--- config.mk ---
export PLATFORM = sky130hd
export DESIGN_NAME = button_debounce_autorepeat
export DESIGN_NICKNAME = d
export VERILOG_FILES = /design/src/dba_pkg.sv /design/src/button_debounce_autorepeat.sv /design/src/dba_cfg_regs.sv /design/src/dba_button.sv
export SDC_FILE = /design/constraint.sdc
export NUM_CORES = 1
export LEC_CHECK = 0
export BUFFER_PORTS_ARGS = -buffer_cell sky130_fd_sc_hd__buf_2
export CAP_MARGIN = 20
export CORE_ASPECT_RATIO = 1.75
export CORE_MARGIN = 2
export CORE_UTILIZATION = 40
export DETAILED_ROUTE_END_ITERATION = 8
export HOLD_SLACK_MARGIN = 0.03
export PLACE_DENSITY_LB_ADDON = 0.12
export SYNTH_ARGS = -nofsm -noshare
export SYNTH_HDL_FRONTEND = slang
export SYNTH_SLANG_ARGS = --single-unit
--- constraint.sdc ---
create_clock -name aclk -period 5.6 [get_ports aclk]
set_clock_uncertainty 0.15 [all_clocks]
set_input_delay 1.12 -clock aclk [delete_from_list [all_inputs] [get_ports aclk]]
set_output_delay 1.12 -clock aclk [all_outputs]
set_load 0.01 [all_outputs]
--- src/dba_pkg.sv ---
// Shared types and constants for the button debounce and auto-repeat block.
// Used by every module of the block; depends on nothing.
package dba_pkg;

    localparam int NUM_BUTTONS  = 8;
    localparam int PIN_COUNT    = 8;
    localparam int MASK_BUTTONS = (NUM_BUTTONS < PIN_COUNT) ? NUM_BUTTONS : PIN_COUNT;

    localparam int IDX_W      = 3;
    localparam int SAMPLE_W   = 8;
    localparam int DEBOUNCE_W = 7;
    localparam int DELAY_W    = 16;

    localparam int CFG_INDEX_W = 8;
    localparam int CFG_DATA_W  = 16;

    localparam int S_TDATA_W = 16;
    localparam int M_TDATA_W = 16;

    localparam logic [CFG_INDEX_W-1:0] REG_ACTIVE_LEVEL     = 8'd0;
    localparam logic [CFG_INDEX_W-1:0] REG_DEBOUNCE_SAMPLES = 8'd1;
    localparam logic [CFG_INDEX_W-1:0] REG_HOLD_DELAY       = 8'd2;
    localparam logic [CFG_INDEX_W-1:0] REG_REPEAT_DELAY     = 8'd3;

    localparam logic [DEBOUNCE_W-1:0] DEBOUNCE_RESET = 7'd10;
    localparam logic [DELAY_W-1:0]    HOLD_RESET     = 16'd500;
    localparam logic [DELAY_W-1:0]    REPEAT_RESET   = 16'd100;

    typedef enum logic {
        OP_TICK = 1'b0,
        OP_TAKE = 1'b1
    } op_t;

    typedef struct packed {
        logic                  active_level;
        logic [DEBOUNCE_W-1:0] debounce_samples;
        logic [DELAY_W-1:0]    hold_delay;
        logic [DELAY_W-1:0]    repeat_delay;
    } cfg_t;

    typedef struct packed {
        logic tick;
        logic take;
    } btn_cmd_t;

endpackage

--- src/button_debounce_autorepeat.sv ---
// Top level of the button debounce and auto-repeat block.
// Depends on dba_pkg, dba_cfg_regs and dba_button.
//
// One beat in gives exactly one beat out. A tick beat (tuser 0) samples one pin level per
// button and advances every button's debounce, hold and repeat counters; a take beat
// (tuser 1) returns the typed flag of the button named in button_index and clears it.
// Every result carries the debounced pressed mask after the beat, and typed_flag is 0 on
// a tick. A beat is taken into an input register, processed combinationally by the per-button
// update logic into a result register, and the block accepts a new beat every cycle while
// the result side keeps up. The configuration channel is always ready; write it only
// while the block is idle.
module button_debounce_autorepeat (
    input  logic                              aclk,
    input  logic                              aresetn,
    // Configuration write channel.
    input  logic                              cfg_valid,
    output logic                              cfg_ready,
    input  logic [dba_pkg::CFG_INDEX_W-1:0]   cfg_index,
    input  logic [dba_pkg::CFG_DATA_W-1:0]    cfg_data,
    // Input stream.
    input  logic                              s_tvalid,
    output logic                              s_tready,
    input  logic [dba_pkg::S_TDATA_W-1:0]     s_tdata,   // pin_levels[7:0], button_index[10:8]
    input  logic                              s_tuser,   // operation
    // Result stream.
    output logic                              m_tvalid,
    input  logic                              m_tready,
    output logic [dba_pkg::M_TDATA_W-1:0]     m_tdata    // pressed_bits[7:0], typed_flag[8]
);
    import dba_pkg::*;

    cfg_t cfg;

    logic                 in_valid_reg, in_valid_next;
    op_t                  in_op_reg;
    logic [PIN_COUNT-1:0] in_pins_reg;
    logic [IDX_W-1:0]     in_idx_reg;

    logic                   out_valid_reg, out_valid_next;
    logic [MASK_BUTTONS-1:0] out_pressed_reg;
    logic                   out_typed_reg;

    logic                   advance;
    logic [NUM_BUTTONS-1:0] pressed_next;
    logic [NUM_BUTTONS-1:0] typed_now;
    logic [NUM_BUTTONS-1:0] take_sel;
    logic                   flag;

    dba_cfg_regs u_cfg (
        .aclk      (aclk),
        .aresetn   (aresetn),
        .cfg_valid (cfg_valid),
        .cfg_ready (cfg_ready),
        .cfg_index (cfg_index),
        .cfg_data  (cfg_data),
        .cfg       (cfg)
    );

    assign advance  = in_valid_reg && (!out_valid_reg || m_tready);
    assign s_tready = !in_valid_reg || advance;

    genvar b;
    generate
        for (b = 0; b < NUM_BUTTONS; b++) begin : g_btn
            btn_cmd_t cmd;
            logic     level;

            assign take_sel[b] = (in_op_reg == OP_TAKE) && (32'(in_idx_reg) == b);
            assign cmd.tick    = advance && (in_op_reg == OP_TICK);
            assign cmd.take    = advance && take_sel[b];

            if (b < PIN_COUNT) begin : g_pin
                assign level = in_pins_reg[b];
            end else begin : g_nopin
                assign level = 1'b0;
            end

            dba_button u_button (
                .aclk           (aclk),
                .aresetn        (aresetn),
                .cfg            (cfg),
                .cmd            (cmd),
                .level          (level),
                .pressed_next_o (pressed_next[b]),
                .typed_o        (typed_now[b])
            );
        end
    endgenerate

    always_comb begin
        flag = 1'b0;
        for (int i = 0; i < NUM_BUTTONS; i++) begin
            flag = flag | (take_sel[i] & typed_now[i]);
        end
    end

    always_comb begin
        in_valid_next = in_valid_reg;
        if (s_tvalid && s_tready) begin
            in_valid_next = 1'b1;
        end else if (advance) begin
            in_valid_next = 1'b0;
        end

        out_valid_next = out_valid_reg;
        if (advance) begin
            out_valid_next = 1'b1;
        end else if (m_tready) begin
            out_valid_next = 1'b0;
        end
    end

    always_ff @(posedge aclk) begin
        if (!aresetn) begin
            in_valid_reg  <= 1'b0;
            out_valid_reg <= 1'b0;
        end else begin
            in_valid_reg  <= in_valid_next;
            out_valid_reg <= out_valid_next;
        end
    end

    always_ff @(posedge aclk) begin
        if (s_tvalid && s_tready) begin
            in_op_reg   <= op_t'(s_tuser);
            in_pins_reg <= s_tdata[PIN_COUNT-1:0];
            in_idx_reg  <= s_tdata[PIN_COUNT +: IDX_W];
        end
        if (advance) begin
            out_pressed_reg <= pressed_next[MASK_BUTTONS-1:0];
            out_typed_reg   <= flag;
        end
    end

    always_comb begin
        m_tdata                    = '0;
        m_tdata[MASK_BUTTONS-1:0]  = out_pressed_reg;
        m_tdata[PIN_COUNT]         = out_typed_reg;
    end

    assign m_tvalid = out_valid_reg;

endmodule

--- src/dba_cfg_regs.sv ---
// Configuration register file of the button debounce block.
// Depends on dba_pkg for the register indexes, reset values and cfg_t.
module dba_cfg_regs (
    input  logic                             aclk,
    input  logic                             aresetn,
    input  logic                             cfg_valid,
    output logic                             cfg_ready,
    input  logic [dba_pkg::CFG_INDEX_W-1:0]  cfg_index,
    input  logic [dba_pkg::CFG_DATA_W-1:0]   cfg_data,
    output dba_pkg::cfg_t                    cfg
);
    import dba_pkg::*;

    cfg_t cfg_reg;
    cfg_t cfg_next;

    assign cfg_ready = 1'b1;
    assign cfg       = cfg_reg;

    always_comb begin
        cfg_next = cfg_reg;
        if (cfg_valid) begin
            case (cfg_index)
                REG_ACTIVE_LEVEL:     cfg_next.active_level     = cfg_data[0];
                REG_DEBOUNCE_SAMPLES: cfg_next.debounce_samples = cfg_data[DEBOUNCE_W-1:0];
                REG_HOLD_DELAY:       cfg_next.hold_delay       = cfg_data[DELAY_W-1:0];
                REG_REPEAT_DELAY:     cfg_next.repeat_delay     = cfg_data[DELAY_W-1:0];
                default:              cfg_next = cfg_reg;
            endcase
        end
    end

    always_ff @(posedge aclk) begin
        if (!aresetn) begin
            cfg_reg.active_level     <= 1'b0;
            cfg_reg.debounce_samples <= DEBOUNCE_RESET;
            cfg_reg.hold_delay       <= HOLD_RESET;
            cfg_reg.repeat_delay     <= REPEAT_RESET;
        end else begin
            cfg_reg <= cfg_next;
        end
    end

endmodule

--- src/dba_button.sv ---
// State and update logic of one button: debounce, hold and auto-repeat.
// Depends on dba_pkg for cfg_t, btn_cmd_t and the counter widths.
module dba_button (
    input  logic               aclk,
    input  logic               aresetn,
    input  dba_pkg::cfg_t      cfg,
    input  dba_pkg::btn_cmd_t  cmd,
    input  logic               level,
    output logic               pressed_next_o,
    output logic               typed_o
);
    import dba_pkg::*;

    logic [SAMPLE_W-1:0] sample_count_reg, sample_count_next;
    logic [DELAY_W-1:0]  delay_count_reg,  delay_count_next;
    logic                pressed_reg, pressed_next;
    logic                held_reg,    held_next;
    logic                typed_reg,   typed_next;

    logic                act;
    logic [SAMPLE_W:0]   sample_inc;
    logic                sample_hit;
    logic [DELAY_W:0]    delay_inc;
    logic                hold_hit;
    logic                repeat_hit;

    always_comb begin
        act        = (level == cfg.active_level);
        sample_inc = {1'b0, sample_count_reg} + {{SAMPLE_W{1'b0}}, 1'b1};
        sample_hit = sample_inc >= {{(SAMPLE_W + 1 - DEBOUNCE_W){1'b0}}, cfg.debounce_samples};
        delay_inc  = {1'b0, delay_count_reg} + {{DELAY_W{1'b0}}, 1'b1};
        hold_hit   = delay_inc >= {1'b0, cfg.hold_delay};
        repeat_hit = delay_inc >= {1'b0, cfg.repeat_delay};

        sample_count_next = sample_count_reg;
        delay_count_next  = delay_count_reg;
        pressed_next      = pressed_reg;
        held_next         = held_reg;
        typed_next        = typed_reg;

        if (cmd.tick) begin
            if (act) begin
                if (!pressed_reg) begin
                    if (sample_hit) begin
                        sample_count_next = '0;
                        pressed_next      = 1'b1;
                        typed_next        = 1'b1;
                    end else begin
                        sample_count_next = sample_inc[SAMPLE_W-1:0];
                    end
                end else begin
                    sample_count_next = '0;
                    if (held_reg) begin
                        if (repeat_hit) begin
                            delay_count_next = '0;
                            typed_next       = 1'b1;
                        end else begin
                            delay_count_next = delay_inc[DELAY_W-1:0];
                        end
                    end else begin
                        if (hold_hit) begin
                            delay_count_next = '0;
                            held_next        = 1'b1;
                        end else begin
                            delay_count_next = delay_inc[DELAY_W-1:0];
                        end
                    end
                end
            end else begin
                if (pressed_reg) begin
                    if (sample_hit) begin
                        sample_count_next = '0;
                        pressed_next      = 1'b0;
                        held_next         = 1'b0;
                        delay_count_next  = '0;
                        typed_next        = 1'b0;
                    end else begin
                        sample_count_next = sample_inc[SAMPLE_W-1:0];
                    end
                end else begin
                    sample_count_next = '0;
                end
            end
        end else if (cmd.take) begin
            typed_next = 1'b0;
        end
    end

    assign pressed_next_o = pressed_next;
    assign typed_o        = typed_reg;

    always_ff @(posedge aclk) begin
        if (!aresetn) begin
            sample_count_reg <= '0;
            delay_count_reg  <= '0;
            pressed_reg      <= 1'b0;
            held_reg         <= 1'b0;
            typed_reg        <= 1'b0;
        end else begin
            sample_count_reg <= sample_count_next;
            delay_count_reg  <= delay_count_next;
            pressed_reg      <= pressed_next;
            held_reg         <= held_next;
            typed_reg        <= typed_next;
        end
    end

endmodule
==> flow_summary.ini, run 1 <==
[power]
clkPwrFrac_pct = 50.7
p_leak_nw = 10.4
p_switching_mw = 1.05
switching_share_pct = 23.6
intPower_mw = 3.41
power_frac_seq_pct = 45.6
power_density_mw_per_mm2 = 195
peakVddDrop_mv = 0.238
combPwrFrac_pct = 3.7

[critical_path]
max_stage_delay_ps = 680
cpMaxStageDelayCell = a22o_1
cp_cell_sequence = ha_1 -> and3_1 -> nand3_1 -> nor2_1 -> xor2_1 -> ha_1 -> a211oi_1 -> o211ai_1 -> a2111oi_0 -> a21oi_1 -> nor3_1 -> a22o_1 -> a31oi_1 -> mux2i_1
cp_max_fo = 18
critPathLaunchType = register
cp.required_ps = 5970
crit_arrival_ps = 5370
crit_type = register to register
crit_top_cell = ha_1
crit_buf_inv = 0
crit_family = compound AO/OA/AOI/OAI gates
crit_path_end_kind = register

[sta]
hold_viol_final = 0
period_share_pct = 89.2
tightest_slew_ps = 1060
fmax_mhz = 200
fin_crit_ps = 5000
rsz0062_at_grt = false
setup_viol = 0
hold_ws_ps = 306
relSlewSlack_pct = 29.2
drv_slew = 0
setup_tns_ps = 0

[finish]
antenna_cells = 0
regArea_mm2 = 0.00580
multi_input_area_mm2 = 0.0143
n_fill_cell = 5119
largest_reg_flops = 128
nNetsFinal = 2880
areaGrowthSynthToFinish_pct = 10.3
drive_above_1_share_pct = 7.12

[synthesis]
synth_fa_ha_area_share_pct = 19.8
yosysTopAreaCell = dfxtp_1
synthSimpleGateAreaFrac_pct = 22.1
synthMuxAreaShare_pct = 1.61
postSynthCellCount = 2464
avgSynthCellArea_um2 = 8.41
synth_edf_count = 21
ys_async_sr_fraction_pct = 0
ys_types = 83
yosys.area.top_type_share_pct = 24.9
yosysWarnings = 0
synth_area_mm2 = 0.0207
synth-compound-area-share_pct = 19.3
synth-seq-area-share_pct = 28.0
yosys_most_used_dff = dfxtp_1
ys_ff_latch = 279
synth_top_family_by_area = simple AND/OR/NAND/NOR gates
synth_area_leaders = dfxtp_1, ha_1, nand2_1
synth_xor_area_share_pct = 6.13

[route]
drtAntennaViolNets = 0
drc = 0
wirelength_um = 67700
wl_per_cell_um = 21.1
dr_total_vias = 18923
viasPerCell = 5.91
drt_iter0_drc = 1175
firstDrtPassIters = 5

[placed_design]
port_buffers = 51
routabilityCongestion = 0.931
hpwl_um = 49700

[clock_network]
insertion_delay_ps = 610
ctsHoldBuffers = 0
cts_resized = 0
max-clock-path-buffers = 3
cts_made_buffers = 29
cts_tree = built
cts.sinks = 279
h-tree-depth = 1
clk_pin_slew_ps = 70
postCtsSetupBuffers = 0
cts_root_buffer = clkbuf_16

[floorplanning]
initial_utilization_pct = 40.4
ioPinCount = 65
rows = 110
chipHeight_um = 305
core_mm2 = 0.0513
die_x_um = 176
die_area_mm2 = 0.0537

[run]
maxCapViolations = 0

[global_routing]
grt_pass1_vias = 18396
grtUsageTotal_pct = 24.8
overflow = 0
grt_first_pass_wirelength_um = 104000
antenna_found_initial = 1
grt_max_degree = 66

[status]
status = finished, final reports clean

[hold_path]
hp-class = register to register
==> through the flow <==
stage               power, mW  std cells  cell area, um^2  util (%)  setup WS, ps
finish                   4.46       3201            22900      44.5           602
global placement         2.24       3146            21800      42.4           924
floorplan                2.17       2470            20700         -          1480
global route             4.58       3201            22900      44.5           345
detailed placement       2.24       3146            21800      42.4           805
CTS                      4.51       3200            22800      44.5           780
==> power groups by stage <==
stage | registers [mW] | logic (mW) | clock network (mW)
floorplan | 2.07 | 0.0992 | 0
global placement | 2.08 | 0.163 | 0
detailed placement | 2.08 | 0.165 | 0
CTS | 2.03 | 0.166 | 2.31
global route | 2.03 | 0.179 | 2.37
finish | 2.03 | 0.165 | 2.26
==> cell type report <==
cell class                      instances  share of cell area [%]
Multi-Input combinational cell       2036                    62.7
Sequential cell                       279                    25.4
Tap cell                              672                    3.68
Clock buffer                           36                    3.33
Timing Repair Buffer                   89                    2.35
Clock inverter                         18                    1.37
Inverter                               71                    1.18
==> cell usage after synthesis (15+ instances only) <==
library cell	instances
nand4_1	58
inv_1	69
xor2_1	51
a22o_1	33
edfxtp_1	21
a21o_1	59
a211oi_1	20
o31ai_1	16
nand2b_1	38
and2_1	29
a21oi_1	177
a32o_1	15
or2_2	19
mux2i_1	22
nand2_1	267
nor2b_1	25
o211ai_1	21
and3_1	56
nor3_1	50
o21ai_0	96
nand3_1	125
a31oi_1	16
ha_1	328
xnor2_1	94
nor2_1	178
clkbuf_1	62
nor4_1	16
and4_1	19
dfxtp_1	258
a22oi_1	48
==> tightest hold or removal path: stages (launching register included) <==
cell     delay (ps)
dfxtp_1         310
nand2_1          50
a21oi_1          50
==> cells in the final DEF, fill, tap and decap left out, drive strengths merged, types with 33 or more instances in the layout <==
| cell type | n |
|---|---|
| nand3 | 125 |
| nor3 | 50 |
| a21o | 59 |
| buf | 88 |
| a22o | 33 |
| a22oi | 48 |
| a21oi | 177 |
| nand2b | 38 |
| ha | 328 |
| inv | 70 |
| nor2 | 178 |
| clkbuf | 37 |
| xor2 | 51 |
| xnor2 | 94 |
| nand4 | 59 |
| and3 | 56 |
| nand2 | 267 |
| and2 | 33 |
| o21ai | 99 |
| dfxtp | 258 |
==> routing by layer <==
metal	GRT usage [%]	wire, um	up-vias
met4	13.9	4310	2
li1	-	-	9178
met3	2.69	3070	188
met1	27.5	26000	9032
met2	45.4	34200	523
met5	0	14	-
==> worst paths after layout <==
check | start | to | slack, ps | depth (start not counted)
max | g_btn[4].u_button.delay_count_reg[0] | g_btn[4].u_button.delay_count_reg[11] | 600 | 14
min | u_cfg.cfg[31] | u_cfg.cfg[31] | 310 | 2
max reg2reg | g_btn[4].u_button.delay_count_reg[0] | g_btn[4].u_button.delay_count_reg[11] | 600 | 14
min reg2reg | u_cfg.cfg[31] | u_cfg.cfg[31] | 310 | 2
==> kinds of logic after synthesis <==
logic type,count (synthesis)
other,2
buffers and inverters,155
adders and majority gates,328
and+or+nand+nor,925
DFF,279
xor gates and xnor gates,145
AOI/OAI and AO/OA,600
muxes,30
Note: power is estimated with default switching activity, not from simulation.
==> run 2, diff against run 1 <==
- CORE_UTILIZATION: 40 -> 63
- GPL_TIMING_DRIVEN: default -> 0
- clock period: 5.6 -> 6.4 ns (I/O delays scaled with it)
==> flow_summary.ini, run 2 (synthesized netlist as in run 1, its figures left out) <==
[route]
drc = 0
wl_per_cell_um = 22.4
viasPerCell = 6.64
drtAntennaViolNets = 0
wirelength_um = 66800
drt_iter0_drc = 1329
firstDrtPassIters = 5
dr_total_vias = 19775

[floorplanning]
die_x_um = 141
rows = 87
initial_utilization_pct = 64.1
ioPinCount = 65
die_area_mm2 = 0.0344
chipHeight_um = 244
core_mm2 = 0.0323

[critical_path]
r2r-start = g_btn[2].u_button.delay_count_reg[0]
cp.required_ps = 6750
crit_arrival_ps = 5830
r2r_end = g_btn[2].u_button.delay_count_reg[13]
crit_path_end_kind = register
critPathLaunchType = register
cpMaxStageDelayCell = nor3_1
reg2reg_slack_ps = 920
cp_cell_sequence = ha_1 -> nand2_1 -> nor3_1 -> and3_1 -> and3_1 -> xor2_1 -> ha_1 -> a211oi_1 -> o21ai_0 -> a2111oi_0 -> a211o_1 -> nand3_1 -> a211oi_2 -> buf_2 -> a22oi_1 -> nor2_1
max_stage_delay_ps = 630
crit_type = register to register
ff2ff_path_depth = 16
cp_max_fo = 10

[sta]
rsz0062_at_grt = false
tightest_slew_ps = 1110
fmax_mhz = 183
relSlewSlack_pct = 25.4
period_share_pct = 85.6
setup_tns_ps = 0
hold_viol_final = 0
drv_slew = 0
setup_viol = 0
fin_crit_ps = 5480

[power]
intPower_mw = 2.85
p_switching_mw = 0.912
power_density_mw_per_mm2 = 167
peakVddDrop_mv = 0.220
clkPwrFrac_pct = 48.3
p_leak_nw = 10.3
combPwrFrac_pct = 4.4
switching_share_pct = 24.3
power_frac_seq_pct = 47.3

[clock_network]
cts.sinks = 279
ctsHoldBuffers = 0
cts_root_buffer = clkbuf_16
max-clock-path-buffers = 3
clk_pin_slew_ps = 70
h-tree-depth = 1
postCtsSetupBuffers = 0
cts_tree = built
cts_made_buffers = 29
cts_resized = 0
insertion_delay_ps = 580

[finish]
n_fill_cell = 2673
nNetsFinal = 2929
final_common_cell = ha_1
areaGrowthSynthToFinish_pct = 8.78
fin_area_mm2 = 0.0225
drive_above_1_share_pct = 6.40
antenna_cells = 0
final_cell_mix = ha_1, nand2_1, dfxtp_1
largest_reg_flops = 128

[hold_path]
worstHoldStart = u_cfg.cfg[29]
hold_depth = 2
holdPathEnd = u_cfg.cfg[29]
hp-class = register to register

[global_routing]
grt_max_degree = 16
overflow = 0
grt_pass1_vias = 19816
grtUsageTotal_pct = 38.1
grt_first_pass_wirelength_um = 103000
antenna_found_initial = 1

[placed_design]
dpl_cell_area_mm2 = 0.0215
port_buffers = 51
hpwl_um = 50600
routabilityCongestion = 1.01

[status]
status = finished, final reports clean

[run]
maxCapViolations = 0
==> run 2: cell count changes in the layout (fill, tap and decap cells not counted), sizes merged <==
| cell | before | now |
|---|---|---|
| buf | 88 | 75 |
| bufinv | 8 | 3 |
| clkbuf | 37 | 98 |
| clkinv | 7 | 14 |
| clkinvlp | 4 | 1 |
| inv | 70 | 72 |
==> run 2: how the worst max path moves through the flow <==
| stage | start | end | slack (ps) | cells past startpoint |
|---|---|---|---|---|
| final | g_btn[2].u_button.delay_count_reg[0] | g_btn[2].u_button.delay_count_reg[13] | 920 | 16 |
| after global routing | g_btn[2].u_button.delay_count_reg[0] | g_btn[2].u_button.delay_count_reg[13] | 790 | 16 |
| after global placement | g_btn[2].u_button.delay_count_reg[0] | g_btn[2].u_button.delay_count_reg[10] | 1260 | 16 |
| after CTS | g_btn[2].u_button.delay_count_reg[0] | g_btn[2].u_button.delay_count_reg[13] | 1180 | 16 |
| after detailed placement | g_btn[2].u_button.delay_count_reg[0] | g_btn[2].u_button.delay_count_reg[10] | 1270 | 16 |
| after floorplan | g_btn[2].u_button.delay_count_reg[0] | g_btn[2].u_button.delay_count_reg[8] | 2280 | 16 |
==> run 2: power groups by stage <==
stage	Clock (mW)	Sequential (mW)	Combinational [mW]
floorplan	0	1.81	0.0868
global placement	0	1.82	0.158
detailed placement	0	1.81	0.161
CTS	1.83	1.78	0.162
global route	1.90	1.78	0.175
finish	1.82	1.78	0.167
==> run 2: critical path: cells and delay by family (launching register included) <==
family,cells,cell delay (ps)
xor gates and xnor gates,1,290
DFF,1,510
and+or+nand+nor,6,1450
AOI/OAI and AO/OA,6,1920
adders and majority gates,2,700
buffers and inverters,1,380
==> run 2: per-layer routing <==
metal	wire, um	global-route usage, %	up-vias
li1	-	-	9278
met1	23300	38.7	9407
met2	32700	67.5	782
met3	4290	6.41	306
met4	6480	31.4	2
met5	11	0	-
==> run 2: stage by stage <==
stage	instances	power [mW]	utilization [%]	hold WS, ps	setup WS [ps]
2_1_floorplan	2470	1.90	-	282	2280
3_3_place_gp	2921	1.97	66.5	288	1260
3_5_place_dp	2922	1.98	66.5	295	1270
4_1_cts	2976	3.77	69.7	302	1180
5_1_grt	2978	3.85	69.7	331	787
6_report	2978	3.76	69.7	303	922
==> run 2: final cells by class <==
| cell class | count | area (um^2) | share of cell area (%) |
|---|---|---|---|
| Multi-Input combinational cell | 2036 | 14300 | 63.6 |
| Sequential cell | 279 | 5800 | 25.7 |
| Clock buffer | 35 | 811 | 3.60 |
| Tap cell | 400 | 500 | 2.22 |
| Buffer | 84 | 360 | 1.60 |
| Timing Repair Buffer | 54 | 273 | 1.21 |
| Inverter | 71 | 267 | 1.18 |
| Clock inverter | 19 | 206 | 0.916 |
